### src/hdl/ffpa_pkg.sv
package ffpa_pkg;

    localparam int NUM_PAGES    = 1024;
    localparam int PAGE_BYTES   = 4096;
    localparam int PAGE_SHIFT   = $clog2(PAGE_BYTES);
    localparam int PAGE_W       = $clog2(NUM_PAGES);
    localparam int CNT_W        = $clog2(NUM_PAGES + 1);
    localparam int ADDR_W       = 32;
    localparam int BYTES_W      = 23;
    localparam int SIZE_PAGES_W = 11;
    localparam int TOTAL_W      = 11;
    localparam int OPCODE_W     = 2;
    localparam int REQ_W        = (BYTES_W - PAGE_SHIFT + 1 > SIZE_PAGES_W) ?
                                  (BYTES_W - PAGE_SHIFT + 1) : SIZE_PAGES_W;

    typedef enum logic [OPCODE_W-1:0] {
        OP_ALLOC_BYTES,
        OP_ALLOC_PAGES,
        OP_FREE
    } t_opcode;

    typedef struct packed {
        logic              used;
        logic [PAGE_W-1:0] owner;
    } t_entry;

    typedef struct packed {
        logic              we;
        logic [PAGE_W-1:0] waddr;
        t_entry            wdata;
        logic [PAGE_W-1:0] raddr;
    } t_mem_req;

endpackage

### src/hdl/ffpa_req_if.sv
interface ffpa_req_if import ffpa_pkg::*; ();
    logic                    valid;
    logic                    ready;
    logic [OPCODE_W-1:0]     opcode;
    logic [BYTES_W-1:0]      size_bytes;
    logic [SIZE_PAGES_W-1:0] size_pages;
    logic [ADDR_W-1:0]       free_address;
    logic                    kernel_ok;

    modport source (
        output valid, opcode, size_bytes, size_pages, free_address, kernel_ok,
        input  ready
    );
    modport sink (
        input  valid, opcode, size_bytes, size_pages, free_address, kernel_ok,
        output ready
    );
endinterface

### src/hdl/ffpa_rsp_if.sv
interface ffpa_rsp_if import ffpa_pkg::*; ();
    logic               valid;
    logic               ready;
    logic               success;
    logic [ADDR_W-1:0]  result_address;
    logic [TOTAL_W-1:0] page_total;

    modport source (
        output valid, success, result_address, page_total,
        input  ready
    );
    modport sink (
        input  valid, success, result_address, page_total,
        output ready
    );
endinterface

### src/hdl/ffpa_ctrl.sv
module ffpa_ctrl import ffpa_pkg::*; (
    input  logic              i_clk,
    input  logic              i_rst_n,
    input  logic [ADDR_W-1:0] i_heap_base,
    ffpa_req_if.sink          i_req,
    ffpa_rsp_if.source        o_rsp,
    output t_mem_req          o_mem,
    input  t_entry            i_rd
);

    typedef enum logic [2:0] {
        S_CLEAR,
        S_IDLE,
        S_SCAN,
        S_FILL,
        S_WALK,
        S_RESP
    } t_state;

    t_state             r_state;
    logic [PAGE_W-1:0]  r_addr;
    logic [CNT_W-1:0]   r_run;
    logic [CNT_W-1:0]   r_pages;
    logic [CNT_W-1:0]   r_cnt;
    logic [PAGE_W-1:0]  r_first;
    logic [PAGE_W-1:0]  r_owner;
    logic               r_head;
    logic               r_commit;
    logic               r_res_ok;
    logic [ADDR_W-1:0]  r_res_addr;
    logic [TOTAL_W-1:0] r_res_total;
    logic               r_out_valid;
    logic               r_out_ok;
    logic [ADDR_W-1:0]  r_out_addr;
    logic [TOTAL_W-1:0] r_out_total;

    t_opcode            w_op;
    logic               w_acc;
    logic [BYTES_W:0]   w_bytes_sum;
    logic [REQ_W-1:0]   w_req_pages;
    logic               w_alloc_bad;
    logic [ADDR_W:0]    w_off;
    logic [ADDR_W-1:0]  w_page_full;
    logic               w_free_bad;
    logic [PAGE_W-1:0]  w_free_page;
    logic [CNT_W-1:0]   n_run;
    logic [PAGE_W-1:0]  w_first;
    logic               w_last;
    logic               w_match;
    logic [PAGE_W-1:0]  w_addr_inc;

    assign w_op  = t_opcode'(i_req.opcode);
    assign w_acc = i_req.valid && i_req.ready;
    assign i_req.ready = (r_state == S_IDLE);

    // request size in pages, bytes rounded up
    assign w_bytes_sum = {1'b0, i_req.size_bytes} + (BYTES_W + 1)'(PAGE_BYTES - 1);
    always_comb begin
        case (w_op)
            OP_ALLOC_BYTES: w_req_pages = REQ_W'(w_bytes_sum >> PAGE_SHIFT);
            default:        w_req_pages = REQ_W'(i_req.size_pages);
        endcase
    end
    assign w_alloc_bad = (w_req_pages == '0) || (32'(w_req_pages) > 32'(NUM_PAGES));

    // address to page for free
    assign w_off       = {1'b0, i_req.free_address} - {1'b0, i_heap_base};
    assign w_page_full = w_off[ADDR_W-1:0] >> PAGE_SHIFT;
    assign w_free_bad  = w_off[ADDR_W] || (w_page_full >= 32'(NUM_PAGES));
    assign w_free_page = w_page_full[PAGE_W-1:0];

    assign w_addr_inc = r_addr + PAGE_W'(1);
    assign w_last     = (r_addr == PAGE_W'(NUM_PAGES - 1));
    assign n_run      = i_rd.used ? '0 : r_run + CNT_W'(1);
    assign w_first    = PAGE_W'(CNT_W'(r_addr) + CNT_W'(1) - r_pages);
    assign w_match    = i_rd.used && (r_head || (i_rd.owner == r_owner));

    always_comb begin
        o_mem = '0;
        case (r_state)
            S_CLEAR: begin
                o_mem.we    = 1'b1;
                o_mem.waddr = r_addr;
            end
            S_IDLE: begin
                o_mem.raddr = (w_op == OP_FREE) ? w_free_page : '0;
            end
            S_SCAN: begin
                o_mem.raddr = w_addr_inc;
            end
            S_FILL: begin
                o_mem.we          = 1'b1;
                o_mem.waddr       = r_addr;
                o_mem.wdata.used  = 1'b1;
                o_mem.wdata.owner = r_first;
            end
            S_WALK: begin
                o_mem.raddr = w_addr_inc;
                o_mem.we    = w_match;
                o_mem.waddr = r_addr;
            end
            default: begin
            end
        endcase
    end

    always_ff @(posedge i_clk) begin
        if (!i_rst_n) begin
            r_state     <= S_CLEAR;
            r_addr      <= '0;
            r_out_valid <= 1'b0;
        end else begin
            if (o_rsp.ready && (r_state != S_RESP)) begin
                r_out_valid <= 1'b0;
            end
            case (r_state)
                S_CLEAR: begin
                    r_addr <= w_addr_inc;
                    if (w_last) begin
                        r_state <= S_IDLE;
                    end
                end
                S_IDLE: begin
                    r_res_ok    <= 1'b0;
                    r_res_addr  <= '0;
                    r_res_total <= '0;
                    if (w_acc) begin
                        case (w_op)
                            OP_ALLOC_BYTES, OP_ALLOC_PAGES: begin
                                if (w_alloc_bad) begin
                                    r_state <= S_RESP;
                                end else begin
                                    r_pages  <= CNT_W'(w_req_pages);
                                    r_commit <= i_req.kernel_ok;
                                    r_addr   <= '0;
                                    r_run    <= '0;
                                    r_state  <= S_SCAN;
                                end
                            end
                            OP_FREE: begin
                                if (w_free_bad) begin
                                    r_state <= S_RESP;
                                end else begin
                                    r_addr  <= w_free_page;
                                    r_head  <= 1'b1;
                                    r_cnt   <= '0;
                                    r_state <= S_WALK;
                                end
                            end
                            default: begin
                                r_state <= S_RESP;
                            end
                        endcase
                    end
                end
                S_SCAN: begin
                    r_run <= n_run;
                    if (n_run == r_pages) begin
                        if (r_commit) begin
                            r_first <= w_first;
                            r_addr  <= w_first;
                            r_cnt   <= r_pages;
                            r_state <= S_FILL;
                        end else begin
                            r_state <= S_RESP;
                        end
                    end else if (w_last) begin
                        r_state <= S_RESP;
                    end else begin
                        r_addr <= w_addr_inc;
                    end
                end
                S_FILL: begin
                    r_addr <= w_addr_inc;
                    r_cnt  <= r_cnt - CNT_W'(1);
                    if (r_cnt == CNT_W'(1)) begin
                        r_res_ok    <= 1'b1;
                        r_res_addr  <= i_heap_base + (ADDR_W'(r_first) << PAGE_SHIFT);
                        r_res_total <= TOTAL_W'(r_pages);
                        r_state     <= S_RESP;
                    end
                end
                S_WALK: begin
                    if (w_match) begin
                        r_cnt  <= r_cnt + CNT_W'(1);
                        r_head <= 1'b0;
                        if (r_head) begin
                            r_owner <= i_rd.owner;
                        end
                        if (w_last) begin
                            r_res_ok    <= 1'b1;
                            r_res_total <= TOTAL_W'(r_cnt + CNT_W'(1));
                            r_state     <= S_RESP;
                        end else begin
                            r_addr <= w_addr_inc;
                        end
                    end else begin
                        r_res_ok    <= (r_cnt != '0);
                        r_res_total <= TOTAL_W'(r_cnt);
                        r_state     <= S_RESP;
                    end
                end
                S_RESP: begin
                    if (!r_out_valid || o_rsp.ready) begin
                        r_out_valid <= 1'b1;
                        r_out_ok    <= r_res_ok;
                        r_out_addr  <= r_res_addr;
                        r_out_total <= r_res_total;
                        r_state     <= S_IDLE;
                    end
                end
                default: begin
                    r_state <= S_IDLE;
                end
            endcase
        end
    end

    assign o_rsp.valid          = r_out_valid;
    assign o_rsp.success        = r_out_ok;
    assign o_rsp.result_address = r_out_addr;
    assign o_rsp.page_total     = r_out_total;

endmodule

### src/flat_wrapper.sv
// flat-port wrapper written by rule: the top's interface ports become plain ports
module ffpa_ctrl_flat import ffpa_pkg::*;
  (i_clk, i_rst_n, i_heap_base, o_mem, i_rd, i_req_valid, i_req_opcode, i_req_size_bytes, i_req_size_pages, i_req_free_address, i_req_kernel_ok, i_req_ready, o_rsp_valid, o_rsp_success, o_rsp_result_address, o_rsp_page_total, o_rsp_ready);
  ffpa_req_if i_req_i ();
  ffpa_rsp_if o_rsp_i ();
  input  logic i_clk;
  input  logic i_rst_n;
  input  logic [ADDR_W-1:0] i_heap_base;
  output t_mem_req o_mem;
  input  t_entry i_rd;
  input wire logic [$bits(i_req_i.valid)-1:0] i_req_valid;
  input wire logic [$bits(i_req_i.opcode)-1:0] i_req_opcode;
  input wire logic [$bits(i_req_i.size_bytes)-1:0] i_req_size_bytes;
  input wire logic [$bits(i_req_i.size_pages)-1:0] i_req_size_pages;
  input wire logic [$bits(i_req_i.free_address)-1:0] i_req_free_address;
  input wire logic [$bits(i_req_i.kernel_ok)-1:0] i_req_kernel_ok;
  output wire logic [$bits(i_req_i.ready)-1:0] i_req_ready;
  output wire logic [$bits(o_rsp_i.valid)-1:0] o_rsp_valid;
  output wire logic [$bits(o_rsp_i.success)-1:0] o_rsp_success;
  output wire logic [$bits(o_rsp_i.result_address)-1:0] o_rsp_result_address;
  output wire logic [$bits(o_rsp_i.page_total)-1:0] o_rsp_page_total;
  input wire logic [$bits(o_rsp_i.ready)-1:0] o_rsp_ready;
  assign i_req_i.valid = i_req_valid;
  assign i_req_i.opcode = i_req_opcode;
  assign i_req_i.size_bytes = i_req_size_bytes;
  assign i_req_i.size_pages = i_req_size_pages;
  assign i_req_i.free_address = i_req_free_address;
  assign i_req_i.kernel_ok = i_req_kernel_ok;
  assign i_req_ready = i_req_i.ready;
  assign o_rsp_valid = o_rsp_i.valid;
  assign o_rsp_success = o_rsp_i.success;
  assign o_rsp_result_address = o_rsp_i.result_address;
  assign o_rsp_page_total = o_rsp_i.page_total;
  assign o_rsp_i.ready = o_rsp_ready;
  ffpa_ctrl u_core (.i_clk(i_clk), .i_rst_n(i_rst_n), .i_heap_base(i_heap_base), .i_req(i_req_i), .o_rsp(o_rsp_i), .o_mem(o_mem), .i_rd(i_rd));
endmodule
### config.mk
export PLATFORM = sky130hd
export DESIGN_NAME = ffpa_ctrl_flat
export DESIGN_NICKNAME = d
export VERILOG_FILES = /design/src/hdl/ffpa_pkg.sv /design/src/hdl/ffpa_req_if.sv /design/src/hdl/ffpa_rsp_if.sv /design/src/hdl/ffpa_ctrl.sv /design/src/flat_wrapper.sv
export SDC_FILE = /design/constraint.sdc
export NUM_CORES = 1
export LEC_CHECK = 0
export ABC_AREA = 0
export BUFFER_PORTS_ARGS = -buffer_cell sky130_fd_sc_hd__buf_4
export CAP_MARGIN = 20
export CORE_MARGIN = 8
export CORE_UTILIZATION = 38
export CTS_BUF_LIST = sky130_fd_sc_hd__clkbuf_8
export DETAILED_ROUTE_END_ITERATION = 10
export GPL_TIMING_DRIVEN = 1
export PLACE_DENSITY = 0.54
export SYNTH_ARGS = -nofsm -noshare
export SYNTH_HDL_FRONTEND = slang
export SYNTH_SLANG_ARGS = --single-unit
### constraint.sdc
create_clock -name i_clk -period 4.6 [get_ports i_clk]
set_clock_uncertainty 0.05 [all_clocks]
set_input_delay 0.46 -clock i_clk [delete_from_list [all_inputs] [get_ports i_clk]]
set_output_delay 0.46 -clock i_clk [all_outputs]
set_load 0.03 [all_outputs]
======== Yosys cells after proc, flatten, opt, wreduce, memory -nomap -nowiden ========
Index checks and enable logic that the tools add are counted.
word-level totals
  register bits after elaboration ......... 157
  input port bits ......................... 116
  logic and storage cells ................. 144
operators by class
  add/sub/neg operators ................... 9
  order comparisons ....................... 2
  equal/unequal tests ..................... 28
  muxes and demuxes ....................... 56
  bitwise logic cells ..................... 1
  reduce and logical (&&, ||, !) cells .... 32
operator list
  operator                                               number
  two-way mux 11 bit                                     14
  two-way mux 10 bit                                     8
  one-hot mux 32 bit (2 select lines)                    1
  one-hot mux 11 bit (2 select lines)                    2
  one-hot mux 11 bit (4 select lines)                    1
  one-hot mux 10 bit (2 select lines)                    2
  one-hot mux 10 bit (4 select lines)                    1
  one-hot mux 11 bit (3 select lines)                    1
  subtractor 32 x 32 -> 33 bit                           1
  adder 32 x 22 -> 32 bit                                1
  two-way mux 32 bit                                     1
  two-way mux 3 bit                                      9
  adder 23 x 12 -> 24 bit, second input constant         1
  adder 11 x 1 -> 11 bit, second input constant          2
  adder 10 x 1 -> 10 bit, second input constant          2
  >= comparator 20 x 11 -> 1 bit, second input constant  1
  one-hot mux 3 bit (6 select lines)                     1
  AND reduction 4 bit                                    4
  > comparator 12 x 11 -> 1 bit, second input constant   1
  zero test 12 bit                                       1
  two-way mux 12 bit                                     1
  != test 2 x 1 -> 1 bit, second input constant          6
  != test 3 bit, second input constant                   4
  equality test 11 x 1 -> 1 bit, second input constant   1
  other kinds (32)                                       61

======== Depth between registers and ports, before layout ========
  depth in word-level cells ............... 8
  gate-level depth with buffers ........... 15
  mapped depth without buffers ............ 15

======== Worst setup path after synthesis ========
OpenSTA, ideal clock, no wires.
  path kind ............................... input port to flip-flop
  from .................................... input i_heap_base[25]
  to ...................................... register u_core.r_cnt[0] (enable)
  setup time .............................. 378 ps
  data arrival time ....................... 3,291 ps
  path slack .............................. 881 ps
  cell stages on the path ................. 13
  path through ............................ inv_1 > ha_1 > clkbuf_1 > a21o_1 > a221oi_1 > nand2_1 > or3_1 > o221ai_1 > xor2_1 > nand4_1 > o31ai_1 > nand3_1 > nor2_1
between the ends
  cells in the longest elaborated chain, start to end .. 5
ends and longest elaborated chain
  what                             line               RTL
  from (decl)                      flat_wrapper.sv:8  input logic [ADDR_W-1:0] i_heap_base;
  subtractor 32 x 32 -> 33 bit *   ffpa_ctrl.sv:67    assign w_off = {1'b0, i_req.free_address} - {1'b0, i_heap_base};
  >= comparator 20 x 11 -> 1 bit   ffpa_ctrl.sv:69    assign w_free_bad = w_off[ADDR_W] || (w_page_full >= 32'(NUM_PAGES));
  logical OR 1 bit *               ffpa_ctrl.sv:69
  != test 2 bit (no line) *        -
  AND reduction 8 bit (no line) *  -
  to (signal assigned)             ffpa_ctrl.sv:162   r_cnt <= r_pages;
  to (signal assigned)             ffpa_ctrl.sv:175   r_cnt <= r_cnt - CNT_W'(1);
  to (signal assigned)             ffpa_ctrl.sv:185   r_cnt <= r_cnt + CNT_W'(1);
  to (decl)                        ffpa_ctrl.sv:24    logic [CNT_W-1:0] r_cnt;
Every way passes the cells marked *; elsewhere a longest branch is shown, timed or not.
A chain may end at the register's enable or synchronous reset.

======== Final worst setup path ========
  from .................................... input i_heap_base[25]
  to ...................................... register u_core.r_cnt[3] (enable)
Same word-level chain as after synthesis.

==> summary.txt <==
Largest net degree at the start of global routing -> 51
Final nets -> 1501
Syn Inst Count -> 1129
Vias/cell -> 5.45
Final Max Tran Viols -> 0
Clock root buffer -> clkbuf_8
Slew @ Worst Pin -> 1.07 ns
Global-route usage over all layers -> 0.202
Required @ worst endpoint -> 4.70 ns
CTS tree -> yes
Synth Area in XOR/XNOR -> 0.0816
Cell family with most CP delay -> compound AO/OA/AOI/OAI gates
GR Util met2 -> 0.284
Hold Path Sink -> u_core.r_commit
Main synth FF type -> edfxtp_1
Net count after synthesis -> 1311
Post-CTS Setup Inserts -> 0
Critical Path Source -> i_heap_base[25]
Vias in the first global route -> 9119
Path type of the worst setup path -> in -> reg
Number of port buffers -> 193
Yosys reg bits -> 157
Total power -> 0.00307 W
Hold Startpoint -> i_req_kernel_ok
Grt met3 use -> 0.0568
Post-synthesis adder-cell area fraction -> 0.0790
Total Routed Length -> 34300 µm
FMAX -> 269 MHz
Post-route minimum period -> 3.72 ns
First-pass GRT wire length -> 53000 µm
FF-to-FF path depth -> 10
Largest stage delay, worst path -> 0.47 ns
Pwr per Cell Area -> 237 nW/µm²
Final Setup Violations -> 0
Post_cts resized -> 0
Clk sinks -> 157
Sequential share of the synthesized area -> 0.430
Global route hottest layer -> met1
1st-iter DRT viols -> 856
Worst reg-to-reg setup slack -> 1.07 ns
Synthesized area -> 10600 µm²
TritonRoute pass-1 iters -> 7
Slowest CP cell -> a221oi_1
Worst R2R Start -> u_core.r_run[2]
Worst Path Buf+Inv -> 3
Die area -> 33600 µm²
Crit path cell chain -> buf_4, inv_1, ha_1, a21o_1, a221oi_1, nand2_1, or3_1, o221ai_1, xor2_1, nand4_1, o31ai_1, nand3_1, nor2_1, buf_4
Post-Synth Simple-Gate Area -> 0.185
Area occupied by multi-input gates -> 5640 µm²
Die Wd -> 183 µm
Htree depth -> 4
Fill count -> 2693
Arrival time worst endpoint -> 3.83 ns
Worst skew pair latency -> 0.46 ns
Hold Path Class -> in -> reg
Final core utilization -> 0.466
Reg-to-reg critical path endpoint -> u_core.r_addr[8]
Core Area -> 27700 µm²
Vias -> 9334
Initial antenna violation count -> 2
RSZ-0062 raised after global routing -> no
I/O Pins -> 194
Post-detailed-placement half-perimeter wirelength -> 27100 µm
Number of buffers created by CTS -> 17
Post-synth EDFFs -> 143
Routability cong. -> 0.929
Status -> finished clean
Hold Crit Depth -> 1
Period utilization -> 0.809
Post-synthesis mux area share -> 0.00588
Mean post-synth cell area -> 9.42 µm²
Layout cell share with drive strength beyond 1 -> 0.206
Die Ht -> 183 µm
Area growth, synth to finish -> 21.4%
Max Buffers Root-to-Sink -> 2
Largest family of logic cells by synthesized area -> simple AND/OR/NAND/NOR gates
Complex-gate fraction of the synthesized area -> 0.177
Most used cell, CP -> buf_4
Residual overflow from global routing -> 0
Setup TNS -> 0 ns
CP Launch Type -> primary input
Relative slew slack -> 0.283
CP max FO -> 11
Initial Utilization -> 0.384
DR DRC count -> 0
Drt wl/cell -> 20.1 µm
Synth cell types -> 87
Clock input transition at the sequential cells of the worst setup and hold paths -> 0.09 ns
Std cell rows -> 61
GR Util met1 -> 0.297
Peak VDD IR -> 0.000112 V
Synth warn -> 0
Sequential cell area -> 4570 µm²
Fin. Hold Viols -> 0
Post-synth ARST share -> 0
Final ANT Viol Nets -> 0
# hold bufs at CTS -> 0
CP endpoint kind -> flop
Max Cap Viol -> 0
Pleak -> 5.10 nW
## worst max path at each step
stage | cells past startpoint | slack (ns) | to
final | 14 | 0.88 | u_core.r_cnt[3]
after global placement | 14 | 0.47 | u_core.r_cnt[6]
after CTS | 14 | 0.93 | u_core.r_cnt[5]
after floorplan | 13 | 0.88 | u_core.r_cnt[0]
after detailed placement | 14 | 0.45 | u_core.r_cnt[6]
after global routing | 14 | 0.73 | u_core.r_cnt[0]
## flip-flops by register name, indices dropped and copies added, names as in the netlist
name	count
u_core.o_rsp.valid	1
u_core.r_first	10
u_core.r_pages	11
u_core.o_rsp.success	1
u_core.r_res_ok	1
u_core.r_state	3
u_core.r_res_total	11
u_core.o_rsp.result_address	32
u_core.r_addr	10
u_core.r_res_addr	32
u_core.r_head	1
u_core.r_run	11
u_core.r_cnt	11
u_core.o_rsp.page_total	11
u_core.r_owner	10
u_core.r_commit	1
## metal layers
| metal | share of wire | wire, µm |
|---|---|---|
| met1 | 0.49 | 16800 |
| met5 | 0 | 0 |
| met3 | 0.089 | 3070 |
| met2 | 0.40 | 13800 |
| met4 | 0.018 | 612 |
## synthesized netlist by cell type (6+ instances only)
library cell | n | share of area
xor2_1 | 41 | 0.034
nand2_1 | 126 | 0.044
or3_1 | 6 | 0.0035
edfxtp_1 | 143 | 0.40
and3_1 | 24 | 0.014
a31oi_1 | 9 | 0.0053
ha_1 | 64 | 0.075
a21o_1 | 13 | 0.0092
nand4_1 | 13 | 0.0076
a22oi_1 | 7 | 0.0049
a21oi_1 | 70 | 0.033
inv_1 | 68 | 0.024
nor2_1 | 100 | 0.035
nor4_1 | 14 | 0.0082
o221a_2 | 7 | 0.0074
xnor2_1 | 53 | 0.044
clkbuf_1 | 34 | 0.012
o21ai_0 | 74 | 0.035
dfxtp_1 | 14 | 0.026
nand2b_1 | 8 | 0.0047
nand3_1 | 30 | 0.014
a211oi_1 | 9 | 0.0063
and2_1 | 7 | 0.0041
o22ai_1 | 26 | 0.015
a221oi_1 | 6 | 0.0049
nor2b_1 | 15 | 0.0088
nor3_1 | 28 | 0.013
## where the power goes
group          total (W)  switching (W)  leakage [nW]  internal [W]
registers        0.00154     0.00000553          1.40       0.00154
logic           0.000504       0.000287          3.52      0.000217
clock network    0.00102       0.000626         0.182      0.000393
## cell families after synthesis
logic type	count (synthesis)
AOI/OAI and AO/OA	288
xor gates and xnor gates	96
adders and majority gates	66
buffers and inverters	112
DFF	157
muxes	6
and+or+nand+nor	404
## through the flow
| stage | hold slack (ns) | setup slack [ns] | instance area [µm²] | cells |
|---|---|---|---|---|
| after global placement | 0.353 | 0.468 | 12500 | 1678 |
| after global routing | 0.104 | 0.733 | 12900 | 1712 |
| after CTS | 0.107 | 0.926 | 12900 | 1710 |
| after detailed placement | 0.355 | 0.452 | 12500 | 1678 |
| final | 0.132 | 0.877 | 12900 | 1712 |
| after floorplan | 0.350 | 0.881 | 10600 | 1129 |
## final cells by class
type / count / area share
clock inverters: 15 / 0.0103
multi-input cells: 860 / 0.436
clock buffers: 17 / 0.0181
well taps: 378 / 0.0366
flip-flops and latches: 157 / 0.354
inverters: 70 / 0.0203
repair buffers: 213 / 0.124
diodes: 2 / 0.000387
## cell usage in the layout, fill, tap and decap left out, drive strengths merged, types with 5 or more instances in the layout
cell type,n
dfxtp,14
nand2,126
and3,24
a22oi,7
clkinv,8
a221oi,6
nor3,29
or2,7
a211o,5
or3,8
nand3,30
and2,8
nand2b,8
nor4,14
clkbuf,17
nand4,14
a211oi,9
o221a,7
o21ai,79
edfxtp,143
a31oi,9
nor2b,15
ha,64
buf,213
xnor2,53
xor2,41
o221ai,5
nor2,102
a21oi,70
o22ai,26
a21o,13
inv,75
## worst register-to-register path, cell delays in order, from the launching register on
cell and delay [ns]:
edfxtp_1 0.53, nand3_1 0.27, o211a_1 0.30, or3_4 0.38, a2111oi_4 0.38, o2111ai_2 0.23, nor4_1 0.27, nor2_1 0.16
o311a_2 0.21, and2_0 0.34, o221a_2 0.33
Note: power is estimated with default switching activity, not from simulation.
